--- src/rtl/mmed_pkg.sv ---
package mmed_pkg;

    localparam int CFG_IDX_W  = 1;
    localparam int CFG_DATA_W = 16;
    localparam int FILL_W     = 16;

    localparam int FIFO_DEPTH = 4;
    localparam int FIFO_PTR_W = 2;
    localparam int FIFO_CNT_W = 3;

    typedef enum logic [CFG_IDX_W-1:0] {
        CFG_BUCKET_SIZE = 1'b0,
        CFG_PASSTHROUGH = 1'b1
    } t_cfg_reg;

    // results pushed by one request: first point, second point
    typedef struct packed {
        logic a_valid;
        logic b_valid;
    } t_push;

endpackage

--- src/rtl/mmed_core.sv ---
module mmed_core #(
    parameter int DATA_WIDTH = 32
) (
    input  logic                               i_clk,
    input  logic                               i_rst_n,
    input  logic                               i_fire,
    input  logic signed [DATA_WIDTH-1:0]       i_time,
    input  logic signed [DATA_WIDTH-1:0]       i_value,
    input  logic                               i_finite,
    input  logic                               i_last,
    input  logic [mmed_pkg::FILL_W-1:0]        i_bucket_size,
    input  logic                               i_passthrough,
    output mmed_pkg::t_push                    o_push,
    output logic signed [DATA_WIDTH-1:0]       o_a_time,
    output logic signed [DATA_WIDTH-1:0]       o_a_value,
    output logic signed [DATA_WIDTH-1:0]       o_b_time,
    output logic signed [DATA_WIDTH-1:0]       o_b_value
);
    import mmed_pkg::*;

    logic [FILL_W-1:0]            r_fill, n_fill;
    logic                         r_has, n_has;
    logic signed [DATA_WIDTH-1:0] r_lo_v, r_lo_t, r_hi_v, r_hi_t;
    logic signed [DATA_WIDTH-1:0] n_lo_v, n_lo_t, n_hi_v, n_hi_t;
    logic [FILL_W-1:0]            r_lo_pos, r_hi_pos, n_lo_pos, n_hi_pos;
    logic signed [DATA_WIDTH-1:0] r_prev_t, r_prev_v, n_prev_t, n_prev_v;
    logic                         r_prev_valid, n_prev_valid;

    logic [FILL_W-1:0]            size_eff;
    logic [FILL_W-1:0]            fill_inc;
    logic                         has_next;
    logic                         flush;
    logic                         same_pos;
    logic                         lo_first;
    logic signed [DATA_WIDTH-1:0] a_t, a_v, b_t, b_v;
    logic                         a_dup;
    logic                         emit_a, emit_b;

    always_comb begin
        size_eff = (i_bucket_size == '0) ? FILL_W'(1) : i_bucket_size;
        fill_inc = r_fill + FILL_W'(1);

        n_lo_v   = r_lo_v;
        n_lo_t   = r_lo_t;
        n_lo_pos = r_lo_pos;
        n_hi_v   = r_hi_v;
        n_hi_t   = r_hi_t;
        n_hi_pos = r_hi_pos;
        if (i_finite) begin
            if (!r_has) begin
                n_lo_v   = i_value;
                n_lo_t   = i_time;
                n_lo_pos = r_fill;
                n_hi_v   = i_value;
                n_hi_t   = i_time;
                n_hi_pos = r_fill;
            end else begin
                // strict compares keep the first occurrence on ties
                if (i_value < r_lo_v) begin
                    n_lo_v   = i_value;
                    n_lo_t   = i_time;
                    n_lo_pos = r_fill;
                end
                if (r_hi_v < i_value) begin
                    n_hi_v   = i_value;
                    n_hi_t   = i_time;
                    n_hi_pos = r_fill;
                end
            end
        end
        has_next = r_has | i_finite;
        flush    = (fill_inc >= size_eff) || (fill_inc == '0) || i_last;

        same_pos = (n_lo_pos == n_hi_pos);
        lo_first = (n_lo_pos < n_hi_pos);
        a_t = (lo_first || same_pos) ? n_lo_t : n_hi_t;
        a_v = (lo_first || same_pos) ? n_lo_v : n_hi_v;
        b_t = lo_first ? n_hi_t : n_lo_t;
        b_v = lo_first ? n_hi_v : n_lo_v;

        // a dropped first point equals the history, so the second point
        // only has to differ from the first one
        a_dup  = r_prev_valid && (r_prev_t == a_t) && (r_prev_v == a_v);
        emit_a = flush && has_next && !a_dup;
        emit_b = flush && has_next && !same_pos && !((b_t == a_t) && (b_v == a_v));

        n_prev_t     = r_prev_t;
        n_prev_v     = r_prev_v;
        n_prev_valid = r_prev_valid;
        n_fill       = fill_inc;
        n_has        = has_next;

        if (i_passthrough) begin
            n_fill = r_fill;
            n_has  = r_has;
            if (i_last) begin
                n_fill       = '0;
                n_has        = 1'b0;
                n_prev_valid = 1'b0;
            end
            o_push.a_valid = 1'b1;
            o_push.b_valid = 1'b0;
            o_a_time       = i_time;
            o_a_value      = i_value;
        end else begin
            if (emit_b) begin
                n_prev_t     = b_t;
                n_prev_v     = b_v;
                n_prev_valid = 1'b1;
            end else if (emit_a) begin
                n_prev_t     = a_t;
                n_prev_v     = a_v;
                n_prev_valid = 1'b1;
            end
            if (flush) begin
                n_fill = '0;
                n_has  = 1'b0;
                if (i_last) begin
                    n_prev_valid = 1'b0;
                end
            end
            o_push.a_valid = emit_a;
            o_push.b_valid = emit_b;
            o_a_time       = a_t;
            o_a_value      = a_v;
        end
        o_b_time  = b_t;
        o_b_value = b_v;
    end

    always_ff @(posedge i_clk) begin
        if (!i_rst_n) begin
            r_fill       <= '0;
            r_has        <= 1'b0;
            r_prev_valid <= 1'b0;
        end else if (i_fire) begin
            r_fill       <= n_fill;
            r_has        <= n_has;
            r_prev_valid <= n_prev_valid;
        end
    end

    always_ff @(posedge i_clk) begin
        if (i_fire && !i_passthrough) begin
            r_lo_v   <= n_lo_v;
            r_lo_t   <= n_lo_t;
            r_lo_pos <= n_lo_pos;
            r_hi_v   <= n_hi_v;
            r_hi_t   <= n_hi_t;
            r_hi_pos <= n_hi_pos;
            r_prev_t <= n_prev_t;
            r_prev_v <= n_prev_v;
        end
    end

endmodule

--- src/rtl/mmed_out_fifo.sv ---
module mmed_out_fifo #(
    parameter int DATA_WIDTH = 32
) (
    input  logic                          i_clk,
    input  logic                          i_rst_n,
    input  mmed_pkg::t_push               i_push,
    input  logic signed [DATA_WIDTH-1:0]  i_a_time,
    input  logic signed [DATA_WIDTH-1:0]  i_a_value,
    input  logic signed [DATA_WIDTH-1:0]  i_b_time,
    input  logic signed [DATA_WIDTH-1:0]  i_b_value,
    output logic                          o_room,
    output logic                          o_valid,
    input  logic                          i_stall,
    output logic signed [DATA_WIDTH-1:0]  o_time,
    output logic signed [DATA_WIDTH-1:0]  o_value,
    output logic                          o_run_end
);
    import mmed_pkg::*;

    logic signed [DATA_WIDTH-1:0] r_time  [FIFO_DEPTH];
    logic signed [DATA_WIDTH-1:0] r_value [FIFO_DEPTH];
    logic                         r_end   [FIFO_DEPTH];
    logic [FIFO_PTR_W-1:0]        r_wr_ptr, r_rd_ptr, n_wr_ptr, n_rd_ptr;
    logic [FIFO_CNT_W-1:0]        r_count, n_count;
    logic [FIFO_PTR_W-1:0]        wr_b;
    logic                         pop;

    assign o_room    = (r_count <= FIFO_CNT_W'(FIFO_DEPTH - 2));
    assign o_valid   = (r_count != '0);
    assign o_time    = r_time[r_rd_ptr];
    assign o_value   = r_value[r_rd_ptr];
    assign o_run_end = r_end[r_rd_ptr];
    assign pop       = o_valid && !i_stall;
    assign wr_b      = r_wr_ptr + FIFO_PTR_W'(i_push.a_valid);

    always_comb begin
        n_wr_ptr = r_wr_ptr + FIFO_PTR_W'(i_push.a_valid) + FIFO_PTR_W'(i_push.b_valid);
        n_rd_ptr = r_rd_ptr + FIFO_PTR_W'(pop);
        n_count  = r_count + FIFO_CNT_W'(i_push.a_valid) + FIFO_CNT_W'(i_push.b_valid)
                 - FIFO_CNT_W'(pop);
    end

    always_ff @(posedge i_clk) begin
        if (!i_rst_n) begin
            r_wr_ptr <= '0;
            r_rd_ptr <= '0;
            r_count  <= '0;
        end else begin
            r_wr_ptr <= n_wr_ptr;
            r_rd_ptr <= n_rd_ptr;
            r_count  <= n_count;
        end
    end

    always_ff @(posedge i_clk) begin
        if (i_push.a_valid) begin
            r_time[r_wr_ptr]  <= i_a_time;
            r_value[r_wr_ptr] <= i_a_value;
            r_end[r_wr_ptr]   <= !i_push.b_valid;
        end
        if (i_push.b_valid) begin
            r_time[wr_b]  <= i_b_time;
            r_value[wr_b] <= i_b_value;
            r_end[wr_b]   <= 1'b1;
        end
    end

endmodule

--- src/rtl/min_max_envelope_decimator_top.sv ---
// Channel  | Handshake                 | Payload
// ---------+---------------------------+-----------------------------------------------
// input    | i_in_valid / o_in_stall   | i_sample_time, i_sample_value, i_sample_finite,
//          |                           | i_trace_last
// output   | o_out_valid / i_out_stall | o_out_time, o_out_value, o_run_end
// config   | i_cfg_wr_en               | i_cfg_index, i_cfg_data
//
// One request per cycle while o_in_stall is low: a request waits in the input register,
// then its zero to two points go into a four-entry output queue, and the first point
// is driven to the output from the queue's head entry, where it can then be taken.
// The output side sets the sustained rate: one point per cycle while i_out_stall is low.
// o_in_stall rises only while the input register is full and the queue cannot take
// two more points. Reset is synchronous and clears the bucket, history and queue.
module min_max_envelope_decimator_top #(
    parameter int DATA_WIDTH = 32
) (
    input  logic                                 i_clk,
    input  logic                                 i_rst_n,
    input  logic                                 i_in_valid,
    output logic                                 o_in_stall,
    input  logic signed [DATA_WIDTH-1:0]         i_sample_time,
    input  logic signed [DATA_WIDTH-1:0]         i_sample_value,
    input  logic                                 i_sample_finite,
    input  logic                                 i_trace_last,
    output logic                                 o_out_valid,
    input  logic                                 i_out_stall,
    output logic signed [DATA_WIDTH-1:0]         o_out_time,
    output logic signed [DATA_WIDTH-1:0]         o_out_value,
    output logic                                 o_run_end,
    input  logic                                 i_cfg_wr_en,
    input  logic [mmed_pkg::CFG_IDX_W-1:0]       i_cfg_index,
    input  logic [mmed_pkg::CFG_DATA_W-1:0]      i_cfg_data
);
    import mmed_pkg::*;

    logic [FILL_W-1:0]            r_bucket_size;
    logic                         r_passthrough;

    logic                         r_s1_valid, n_s1_valid;
    logic signed [DATA_WIDTH-1:0] r_s1_time, r_s1_value;
    logic                         r_s1_finite, r_s1_last;

    logic                         fifo_room;
    logic                         s1_fire;
    logic                         in_accept;
    t_push                        push;
    logic signed [DATA_WIDTH-1:0] a_time, a_value, b_time, b_value;

    assign s1_fire    = r_s1_valid && fifo_room;
    assign o_in_stall = r_s1_valid && !fifo_room;
    assign in_accept  = i_in_valid && !o_in_stall;

    always_comb begin
        n_s1_valid = r_s1_valid;
        if (in_accept) begin
            n_s1_valid = 1'b1;
        end else if (s1_fire) begin
            n_s1_valid = 1'b0;
        end
    end

    always_ff @(posedge i_clk) begin
        if (!i_rst_n) begin
            r_s1_valid    <= 1'b0;
            r_bucket_size <= FILL_W'(1);
            r_passthrough <= 1'b0;
        end else begin
            r_s1_valid <= n_s1_valid;
            if (i_cfg_wr_en) begin
                unique case (t_cfg_reg'(i_cfg_index))
                    CFG_BUCKET_SIZE: begin
                        r_bucket_size <= i_cfg_data;
                    end
                    CFG_PASSTHROUGH: begin
                        r_passthrough <= i_cfg_data[0];
                    end
                    default: begin
                    end
                endcase
            end
        end
    end

    always_ff @(posedge i_clk) begin
        if (in_accept) begin
            r_s1_time   <= i_sample_time;
            r_s1_value  <= i_sample_value;
            r_s1_finite <= i_sample_finite;
            r_s1_last   <= i_trace_last;
        end
    end

    mmed_core #(
        .DATA_WIDTH (DATA_WIDTH)
    ) u_core (
        .i_clk         (i_clk),
        .i_rst_n       (i_rst_n),
        .i_fire        (s1_fire),
        .i_time        (r_s1_time),
        .i_value       (r_s1_value),
        .i_finite      (r_s1_finite),
        .i_last        (r_s1_last),
        .i_bucket_size (r_bucket_size),
        .i_passthrough (r_passthrough),
        .o_push        (push),
        .o_a_time      (a_time),
        .o_a_value     (a_value),
        .o_b_time      (b_time),
        .o_b_value     (b_value)
    );

    t_push push_gated;
    assign push_gated.a_valid = push.a_valid && s1_fire;
    assign push_gated.b_valid = push.b_valid && s1_fire;

    mmed_out_fifo #(
        .DATA_WIDTH (DATA_WIDTH)
    ) u_out_fifo (
        .i_clk     (i_clk),
        .i_rst_n   (i_rst_n),
        .i_push    (push_gated),
        .i_a_time  (a_time),
        .i_a_value (a_value),
        .i_b_time  (b_time),
        .i_b_value (b_value),
        .o_room    (fifo_room),
        .o_valid   (o_out_valid),
        .i_stall   (i_out_stall),
        .o_time    (o_out_time),
        .o_value   (o_out_value),
        .o_run_end (o_run_end)
    );

endmodule

--- config.mk ---
export PLATFORM = sky130hd
export DESIGN_NAME = min_max_envelope_decimator_top
export DESIGN_NICKNAME = d
export VERILOG_FILES = /design/src/rtl/mmed_pkg.sv /design/src/rtl/mmed_core.sv /design/src/rtl/mmed_out_fifo.sv /design/src/rtl/min_max_envelope_decimator_top.sv
export SDC_FILE = /design/constraint.sdc
export NUM_CORES = 1
export LEC_CHECK = 0
export BUFFER_PORTS_ARGS = -buffer_cell sky130_fd_sc_hd__buf_4
export CAP_MARGIN = 30
export CORE_ASPECT_RATIO = 1.75
export CORE_MARGIN = 4
export CORE_UTILIZATION = 56
export DETAILED_ROUTE_END_ITERATION = 6
export PLACE_DENSITY_LB_ADDON = 0.25
export RECOVER_POWER = 50
export SETUP_SLACK_MARGIN = 0.5
export SYNTH_ARGS = -nofsm -noshare
export SYNTH_HDL_FRONTEND = slang
export SYNTH_SLANG_ARGS = --single-unit
--- constraint.sdc ---
create_clock -name i_clk -period 11.12 [get_ports i_clk]
set_input_delay 0.556 -clock i_clk [delete_from_list [all_inputs] [get_ports i_clk]]
set_output_delay 0.556 -clock i_clk [all_outputs]
set_load 0.005 [all_outputs]
After elaboration in Yosys (flattened, before gate mapping)
Memory sizes are Yosys's and may differ from the RTL's. A register that Yosys moved wholly into a read port is not among the register bits.
Index checks and enable logic that the tools add are counted.
Widths: inputs -> output; s select.
{"block": "totals", "output_inout_bits": 67, "inputBits": 88, "mem_count": 3, "ff_bits": 333, "ramBits": 260}
{"name": "u_out_fifo.r_time", "depth": 4, "word_bits": 32, "read_ports": 1, "rd_clocked_by_memory_dff": 1, "wr": 2, "line_no": "mmed_out_fifo.sv:20", "source": "logic signed [DATA_WIDTH-1:0] r_time [FIFO_DEPTH];"}
{"name": "u_out_fifo.r_value", "depth": 4, "word_bits": 32, "read_ports": 1, "rd_clocked_by_memory_dff": 1, "wr": 2, "line_no": "mmed_out_fifo.sv:21", "source": "logic signed [DATA_WIDTH-1:0] r_value [FIFO_DEPTH];"}
{"name": "u_out_fifo.r_end", "depth": 4, "word_bits": 1, "read_ports": 1, "rd_clocked_by_memory_dff": 1, "wr": 2, "line_no": "mmed_out_fifo.sv:22", "source": "logic r_end [FIFO_DEPTH];"}
{"block": "classes", "n_addsub": 7, "n_eq_ne": 6, "reduce_logical": 34, "mux": 50, "n_lt_le_gt_ge": 5, "bitwise_logic": 3}
{"operator": "$mux 32", "n": 22}
{"operator": "$mux 16", "n": 10}
{"operator": "$eq 32x32->1", "n": 4}
{"operator": "$lt 32x32->1", "n": 2}
{"operator": "$logic_not 16->1", "n": 2}
{"operator": "$add 16x1->16 const B", "n": 1}
{"operator": "$eq 16x16->1", "n": 1}
{"operator": "$ge 16x16->1", "n": 1}
{"operator": "$lt 16x16->1", "n": 1}
{"operator": "$logic_and 1x1->1", "n": 14}
{"operator": "$mux 1", "n": 14}
{"operator": "$logic_not 1->1", "n": 8}
{"operator": "$mux 2", "n": 4}
{"operator": "$add 2x1->2", "n": 3}
{"operator": "$add 3x1->3", "n": 2}
{"operator": "$reduce_and 2->1", "n": 3}
{"operator": "$reduce_bool 2->1", "n": 2}
{"operator": "$le 3x2->1 const B", "n": 1}
{"operator": "$logic_or 1x1->1", "n": 3}
{"operator": "$reduce_and 3->1", "n": 1}
{"operator": "$reduce_bool 3->1", "n": 1}
{"operator": "$sub 3x1->3", "n": 1}
{"operator": "$ne 2x1->1 const B", "n": 1}
{"operator": "$not 1->1", "n": 2}
{"operator": "$or 1x1->1", "n": 1}

Depth between registers and ports, before layout
Gate-level depths: netlist of the first run.
{"block": "depth", "ltp_word": 17, "mapped_depth": 39, "ltp_nobuf": 30}

Cells and area by module
From an unflattened synthesis of the first run, not the netlist that was laid out.
{"block": "hier_totals", "hier_cells": 2827, "area_unflattened_um2": 33990.1}
{"mod": "mmed_core", "instances": 1, "area_each_um2": 18193.7, "cells_per_inst": 1996, "seq_area_each_um2": 7086.8}
{"mod": "mmed_out_fifo", "instances": 1, "area_each_um2": 13047.5, "cells_per_inst": 682, "seq_area_each_um2": 7907.6}
{"mod": "min_max_envelope_decimator_top", "instances": 1, "area_each_um2": 2748.9, "cells_per_inst": 149, "seq_area_each_um2": 2342.2}

Worst setup path before layout of the first run
Ideal clock, no wire load.
{"block": "synth_timing", "path_type": "reg-to-reg", "from": "reg r_s1_value[14]", "to": "reg u_core.r_prev_t[0] (enable)", "arrival_ns": 10.138, "path_slack_ns": 0.475, "path_buffers": 10, "required_time_ns": 10.613, "path_stages_with_launch": 34, "path_cell_list": "edfxtp_1 > ha_1 > nand4_1 > or4_1 > o32a_1 > a211oi_2 > nor3_1 > nor2_1 > buf_2 > buf_2 > clkbuf_1 > clkbuf_1 > mux2_2 > ha_1 > and4b_1 > o21a_1 > o211ai_1 > a32o_1 > clkbuf_1 > nor2_1 > nand2b_1 > buf_2 > buf_1 > o22ai_1 > a31oi_1 > xnor2_1 > nor4_1 > nand4b_1 > or4_1 > clkbuf_1 > nand2_2 > buf_4 > buf_2 > a21oi_1"}
{"block": "synth_via", "elab_chain_len": 14}
{"item": "start: declaration", "line_no": "min_max_envelope_decimator_top.sv:40", "source": "logic signed [DATA_WIDTH-1:0] r_s1_time, r_s1_value;"}
{"item": "start signal: assignment", "line_no": "min_max_envelope_decimator_top.sv:87", "source": "r_s1_value <= i_sample_value;"}
{"item": "$lt 32x32->1 *", "line_no": "mmed_core.sv:59", "source": "if (i_value < r_lo_v) begin"}
{"item": "$mux 16 *", "line_no": "mmed_core.sv:59"}
{"item": "$mux 16 *", "line_no": "mmed_core.sv:50", "source": "if (!r_has) begin"}
{"item": "$mux 16 *", "line_no": "mmed_core.sv:49", "source": "if (i_finite) begin"}
{"item": "via u_core.n_lo_pos[2]", "line_no": "mmed_core.sv:25", "source": "logic [FILL_W-1:0] r_lo_pos, r_hi_pos, n_lo_pos, n_hi_pos;"}
{"item": "$lt 16x16->1 or $eq 16x16->1 (tied branches)", "line_no": "mmed_core.sv:75, mmed_core.sv:74"}
{"item": "$logic_or 1x1->1", "line_no": "mmed_core.sv:76, mmed_core.sv:77"}
{"item": "$mux 32", "line_no": "mmed_core.sv:76", "source": "a_t = (lo_first || same_pos) ? n_lo_t : n_hi_t;"}
{"item": "$eq 32x32->1", "line_no": "mmed_core.sv:83", "source": "a_dup = r_prev_valid && (r_prev_t == a_t) && (r_prev_v == a_v);"}
{"item": "$logic_and 1x1->1 (2 in series)", "line_no": "mmed_core.sv:83"}
{"item": "$logic_not 1->1", "line_no": "mmed_core.sv:84", "source": "emit_a = flush && has_next && !a_dup;"}
{"item": "$logic_and 1x1->1", "line_no": "mmed_core.sv:84"}
{"item": "$reduce_bool 2->1 (no source line) *"}
{"item": "$reduce_and 3->1 (no source line) *"}
{"item": "end signal: assignment", "line_no": "mmed_core.sv:151", "source": "r_prev_t <= n_prev_t;"}
{"item": "end: declaration", "line_no": "mmed_core.sv:26", "source": "logic signed [DATA_WIDTH-1:0] r_prev_t, r_prev_v, n_prev_t, n_prev_v;"}
Mark *: on every way through the listed nets, which the timed path passes. The rest lies on a longest branch.
A chain may end at the register's enable or synchronous reset.

==> results.tsv, run 1 <==
metric	value	unit
run status	finished, violations left	
failing checks	capacitance limit, slew limit	
element type at the critical path end	flop	
fraction of synthesis flops using an asynchronous set or reset pin	0	%
setup total negative slack	0	ns
clock latency at the later pin of the worst-skew pair	0.62	ns
core region area	58100	um2
static leakage power	0.0128	uW
PwrDens	264	nW/um2
first-pass GRT wire length	147000	um
signed area change from the synthesized netlist to the final layout	11.7	%
nets@finish	2913	
Max Slew Vio Count	402	
maximum ir drop on the vdd rail	0.000183	V
startpoint types	flop	
number of cells produced by synthesis	2602	
Clock Skews	0.0297	ns
Avg Synthesized Cell Area	12.6	um2
launch instance of the worst min-delay path	i_sample_value[12]	
required time of the worst setup path	11.48	ns
weighted congestion reported at the end of routability-driven placement	0.982	
Max-Slew Margin vs Limit	-143	%
RSZ-0062 raised after global routing	false	
max frequency	0.0947	GHz
Yosys reg bits	593	
Synth Warn #	0	
Hold/Removal Path Class	in2reg	
endpoint arrival time on the critical path	10.92	ns
max-capacitance violation count	10	
clk sink count	593	
vias in the first global route	23100	
drt pass-1 iters	6	
fraction of layout cells with a size suffix above 1	16.4	%
total detailed-routing wirelength	100000	um
classification of the worst setup path	reg2reg	
net count after synthesis	2792	
clock buffer depth	3	
most frequently used flop master after synthesis	edfxtp_1	
slowest stage delay, CP	1.27	ns
post-cts hold buffer count	0	
H-Tree Depth	2	
total vias in the final route	23300	
number of top-level design ports	155	
initial standard-cell utilization of the core	56.6	%
Total Die Area	62800	um2
pin slew with the least headroom to its limit	3.64	ns
highest metal layer with signal wires	met4	
post-layout min period	10.56	ns
Iter 0 DRT Violations	2707	
DRC errors left	0	
Top delay family on crit path	simple AND/OR/NAND/NOR gates	
WL met3	7130	um
number of synthesized flops with an enable pin	546	
Vert. Die Dim	329	um
cell area after technology mapping	32900	um2
internal power	5700	uW
Distinct cells, synth	83	
routed length on met2	48800	um
maximum number of pins on one net before global-route repair	104	
fill cell count	4540	
global-route congestion overflow total	0	
std cell rows	117	
sequential cell area fraction in the yosys report	52.7	%
Slowest-stage cell, CP	nand3_2	
DRT met1 WL	37600	um
antenna violations before repair	0	
combinational share of power	46.5	%
vias per cell	6.57	
final critical-path share of the clock period	94.9	%
beginning of the worst register-to-register path	r_s1_value[14]	
antenna violation net count after detailed routing	0	
CTS Root Cell	clkbuf_16	
global router's overall resource usage	31.4	%
Crit. Startpoint	r_s1_value[14]	
width of the chip	191	um
number of failing setup endpoints in the final timing report	0	
sw power	4000	uW
routed wire length per instance	28.3	um
Total Power	9700	uW
net switching fraction of the power	41.2	%
endpoints failing hold	0	
buffers added on ports	154	
Clock transition at path regs	0.07	ns
clock tree from TritonCTS	built	
TritonCTS buffer count	54	
Seq pwr share	32.9	%
share of power burned in the clock network	20.6	%
detailed-placement wirelength estimate	70900	um
buffering stage count on the worst path with inverters included	5	
Crit Path Max Fanout	65	
==> routing by layer <==
| layer | track usage, % | up-vias |
|---|---|---|
| li1 | - | 10200 |
| met5 | 0 | - |
| met2 | 51.9 | 1220 |
| met3 | 3.48 | 267 |
| met1 | 40.4 | 11600 |
| met4 | 17.8 | 0 |
==> per-stage QoR <==
stage          hold WS [ns]  std cells  util, %  cell area [um2]  setup WS, ns
5_1_grt               0.121       3541     63.2            36700         0.305
3_5_place_dp          0.475       3436     60.2            35000         0.324
4_1_cts              0.0882       3537     63.5            36900         0.500
2_1_floorplan         0.443       2602        -            32900         0.512
6_report              0.133       3542     63.2            36700         0.564
3_3_place_gp          0.472       3432     60.0            34900         0.550
==> cells in the final DEF (no fill, tap or decap), drive strengths merged, types with 8 or more instances in the layout <==
master	netlist	routed
edfxtp	546	546
mux2i	315	315
clkbuf	76	218
nand2	175	175
o21ai	154	154
inv	132	130
mux2	120	120
ha	100	100
a21oi	96	96
nor2	91	91
buf	84	79
xnor2	78	78
mux4	65	65
o22a	57	57
xor2	56	56
nor4	50	50
dfxtp	47	47
nand3	44	44
nand4	27	27
nor2b	24	24
nor3	23	23
and2	21	21
a21boi	19	19
clkinv	0	19
a211oi	18	18
a31oi	17	17
a21o	17	17
o211ai	13	13
a221oi	12	12
and4	11	11
a22oi	10	10
a311oi	9	9
o21a	8	8
and3	8	8
o221a	8	8
nand2b	8	8
==> power groups by stage <==
stage          clock network [uW]  registers (uW)  logic (uW)
2_1_floorplan                   0            3160        2730
3_3_place_gp                    0            3210        4300
3_5_place_dp                    0            3230        4420
4_1_cts                      2020            3180        4450
5_1_grt                      2110            3210        4730
6_report                     2000            3190        4510
==> cell usage after synthesis, types with 57 or more instances <==
cell      count  area [um2]
o21ai_0      97         485
xnor2_1      78         683
mux2i_1     315        3150
mux2_2       98        1100
clkbuf_1     75         282
nand2_1     174         653
mux4_2       65        1460
a21oi_1      94         470
inv_1       131         492
o22a_1       57         499
nor2_1       91         342
ha_1        100        1250
edfxtp_1    546       16400
==> kinds of logic (layout without fill, tap and decap cells) <==
logic type,count (synthesis),count (layout),synth area share (%)
and+or+nand+nor,500,500,7.47
adders and majority gates,102,102,3.93
buffers and inverters,292,458,4.04
xor gates and xnor gates,134,134,3.57
DFF,593,593,52.7
muxes,500,500,18.2
other,0,1,0
AOI/OAI and AO/OA,481,481,10.1
==> sequential cells by signal, summed over array words and instances (netlist names), 32 cells and up <==
name and count:
r_s1_time 32, u_core.r_hi_t 32, u_core.r_prev_t 32, r_s1_value 32, u_core.r_lo_t 32, u_core.r_hi_v 32
u_core.r_prev_v 32, u_out_fifo.r_time 128, u_out_fifo.r_value 128, u_core.r_lo_v 32
==> layout make-up <==
class | instances | area (um2) | area share (%)
Antenna cell | 1 | 2.50 | 0.00682
Clock buffer | 72 | 1560 | 4.26
Clock inverter | 29 | 333 | 0.907
Inverter | 132 | 497 | 1.35
Multi-Input combinational cell | 1717 | 14300 | 39.0
Sequential cell | 593 | 17300 | 47.2
Tap cell | 773 | 967 | 2.63
Timing Repair Buffer | 225 | 1700 | 4.62
==> worst register-to-register path, delay by kind of cell, from the launching register on <==
| family | cells | cell delay [ns] |
|---|---|---|
| AOI/OAI and AO/OA | 7 | 2.69 |
| xor gates and xnor gates | 1 | 0.39 |
| adders and majority gates | 2 | 0.67 |
| buffers and inverters | 5 | 1.33 |
| DFF | 1 | 0.49 |
| muxes | 2 | 0.83 |
| and+or+nand+nor | 11 | 3.93 |
==> what timing repair did <==
action / CTS / global route
resized for setup: 2 / 1
endpoints found under the setup margin: 504 / 507
gates cloned: 0 / 0
pin swaps: 0 / 1
endpoints found under the hold margin: 0 / 0
buffers inserted: 0 / 2
==> worst paths after layout <==
check | to | slack [ns] | depth (start not counted)
max reg2reg | u_out_fifo.r_time[2][14] | 0.56 | 28
min | r_s1_value[12] | 0.13 | 1
min reg2reg | r_bucket_size[11] | 0.48 | 2
max | u_out_fifo.r_time[2][14] | 0.56 | 28
Note: power is estimated with default switching activity, not from simulation.
==> run 2, diff against run 1 <==
CORE_ASPECT_RATIO = 1.1   (was 1.75)
clock period = 8.7 ns   (was 11.12 ns; I/O delays follow)
==> run 2 against run 1 <==
The flow still finishes with violations (capacitance limit, slew limit). Power rose by 40%. Utilization rose by 7.3 points. Via count is 7.1% higher. Clock power grew 41%. Critical path type unchanged. Largest cell class unchanged. Highest routed layer is now met5.
==> results.tsv, run 2 (synthesis gave the netlist of run 1 again) <==
metric	value	unit	change
internal power	8180	uW	+43%
DRC errors left	0		unchanged
RSZ-0062 raised after global routing	true		
net switching fraction of the power	39.7	%	-1.5 points
vias per cell	6.59		+0.27%
static leakage power	0.0147	uW	+14%
drt pass-1 iters	7		+1
first-pass GRT wire length	153000	um	+4.2%
beginning of the worst register-to-register path	u_core.r_lo_v[14]		
antenna violation net count after detailed routing	0		unchanged
clk sink count	593		unchanged
clock buffer depth	3		unchanged
endpoints failing hold	0		unchanged
Seq pwr share	30.3	%	-2.6 points
weighted congestion reported at the end of routability-driven placement	0.960		-2.2%
slowest stage delay, CP	0.58	ns	-0.69 ns
routed wire length per instance	28.1	um	-0.83%
width of the chip	239	um	+25%
leading cell type in the layout, fill and taps excluded	edfxtp_1		
highest-count cells in the layout ignoring fill and taps	546 x edfxtp_1, 307 x mux2i_1, 178 x buf_4, 174 x nand2_1, 128 x inv_1		
maximum number of pins on one net before global-route repair	88		-15%
critical path capture point	u_out_fifo.r_time[1][27]		
max-capacitance violation count	8		-2
core region area	57700	um2	-0.77%
endpoint arrival time on the critical path	8.89	ns	-2.03 ns
initial standard-cell utilization of the core	57.0	%	+0.44 points
total detailed-routing wirelength	106000	um	+6.0%
reg-to-reg endpoint	u_out_fifo.r_time[1][27]		
Total Power	13600	uW	+40%
fraction of layout cells with a size suffix above 1	24.6	%	+8.2 points
detailed-placement wirelength estimate	69400	um	-2.1%
Total Die Area	62700	um2	-0.24%
registers with the most flip-flops	u_out_fifo.r_time (128), u_out_fifo.r_value (128)		
Max Slew Vio Count	383		-4.7%
Iter 0 DRT Violations	2967		+9.6%
share of power burned in the clock network	20.8	%	+0.2 points
global-route congestion overflow total	0		unchanged
post-route design area	40700	um2	+11%
TritonCTS buffer count	61		+13%
Crit. Startpoint	u_core.r_lo_v[14]		
Clock transition at path regs	0.07	ns	about the same
std cell rows	92		-21%
run status	finished, violations left		
pin slew with the least headroom to its limit	4.10	ns	+0.464 ns
antenna violations before repair	1		+1
combinational share of power	48.9	%	+2.4 points
CTS Root Cell	clkbuf_16		
Hold/Removal Path Class	in2reg		
Vert. Die Dim	262	um	-20%
clock latency at the later pin of the worst-skew pair	0.64	ns	+0.02 ns
placed standard-cell area	36300	um2	+3.9%
number of top-level design ports	155		unchanged
FF-to-FF path depth	37		+32%
signed area change from the synthesized netlist to the final layout	23.7	%	
vias in the first global route	24900		+8.0%
Max-Slew Margin vs Limit	-174	%	-31 points
buffering stage count on the worst path with inverters included	12		+7
antenna diode count	0		-1
sw power	5380	uW	+35%
startpoint types	flop		
launch instance of the worst min-delay path	i_in_valid		
post-layout min period	8.54	ns	-2.01 ns
Top delay family on crit path	simple AND/OR/NAND/NOR gates		
Crit path top cell by count	buf_12		
H-Tree Depth	2		unchanged
Slowest-stage cell, CP	or4_4		
failing checks	capacitance limit, slew limit		
classification of the worst setup path	reg2reg		
buffers added on ports	154		unchanged
total vias in the final route	24900		+7.1%
maximum ir drop on the vdd rail	0.000202	V	+10%
Crit Path Max Fanout	7		-89%
final critical-path share of the clock period	98.2	%	+3.3 points
clock tree from TritonCTS	built		
Critical Path Stages	37		+32%
max frequency	0.117	GHz	+24%
Clock Skews	0.0264	ns	-0.00329 ns
element type at the critical path end	flop		
worst setup slack for register-to-register paths	0.16	ns	-0.41 ns
global router's overall resource usage	32.3	%	+0.84 points
required time of the worst setup path	9.05	ns	-2.43 ns
PwrDens	333	nW/um2	+26%
nets@finish	3175		+9.0%
number of failing setup endpoints in the final timing report	0		unchanged
run 2: cell types whose count changed in the layout (fill, tap and decap cells not counted), moves of 14 or more:
cell / delta
buf_12: +29
buf_4: +113
buf_6: +14
dlygate4sd3_1: +63
ha_1: -15
ha_4: +15
mux2_1: -18
mux2_4: +20
run 2: worst min path at each step:
| stage | to | slack, ns | cells past startpoint |
|---|---|---|---|
| 6_report | r_s1_valid | 0.03 | 2 |
| 5_1_grt | r_s1_valid | 0.03 | 2 |
| 4_1_cts | r_s1_value[9] | 0.0004 | 1 |
| 3_5_place_dp | r_bucket_size[7] | 0.48 | 2 |
| 3_3_place_gp | r_bucket_size[10] | 0.47 | 2 |
| 2_1_floorplan | r_bucket_size[0] | 0.44 | 2 |
run 2: routing by layer:
layer  vias up  share of wire, %  global-route usage (%)
met1     12400                38                    43.0
met2      1510                47                    52.7
li1      10700                 -                       -
met4         2               4.8                    13.1
met5         -             0.011                       0
met3       270                10                    6.08
run 2: through the flow:
stage / util, % / hold slack, ns / setup TNS [ns] / setup slack, ns / cells
global route: 70.5 / 0.0260 / -0.199 / -0.0248 / 3785
finish: 70.5 / 0.0345 / 0 / 0.158 / 3785
floorplan: - / 0.443 / 0 / 0.164 / 2602
global placement: 63.0 / 0.473 / 0 / 0.239 / 3532
detailed placement: 63.0 / 0.479 / 0 / 0.103 / 3534
CTS: 69.8 / 0.000416 / 0 / 0.406 / 3760
run 2: layout make-up:
cell class                      instances  area [um2]
Fill cell                            3937       17000
Sequential cell                       593       17300
Tap cell                              752         941
Clock buffer                           72        1620
Inverter                              132         502
Multi-Input combinational cell       1717       15000
Timing Repair Buffer                  480        4720
Clock inverter                         39         505
run 2: repair_timing:
item	CTS	global route
hold buffers	62	1
endpoints found under the hold margin	62	1
setup endpoints to repair	549	620
cloned	13	11
setup buffers	40	13
resized for setup	94	58
pin swaps	18	17
run 2: power by group through the flow:
stage | Clock (uW) | Sequential [uW] | Combinational [uW]
final | 2820 | 4100 | 6630
after global routing | 2960 | 4130 | 6930
after CTS | 2840 | 4070 | 6330
after detailed placement | 0 | 4130 | 5930
after global placement | 0 | 4120 | 5790
after floorplan | 0 | 4030 | 3600
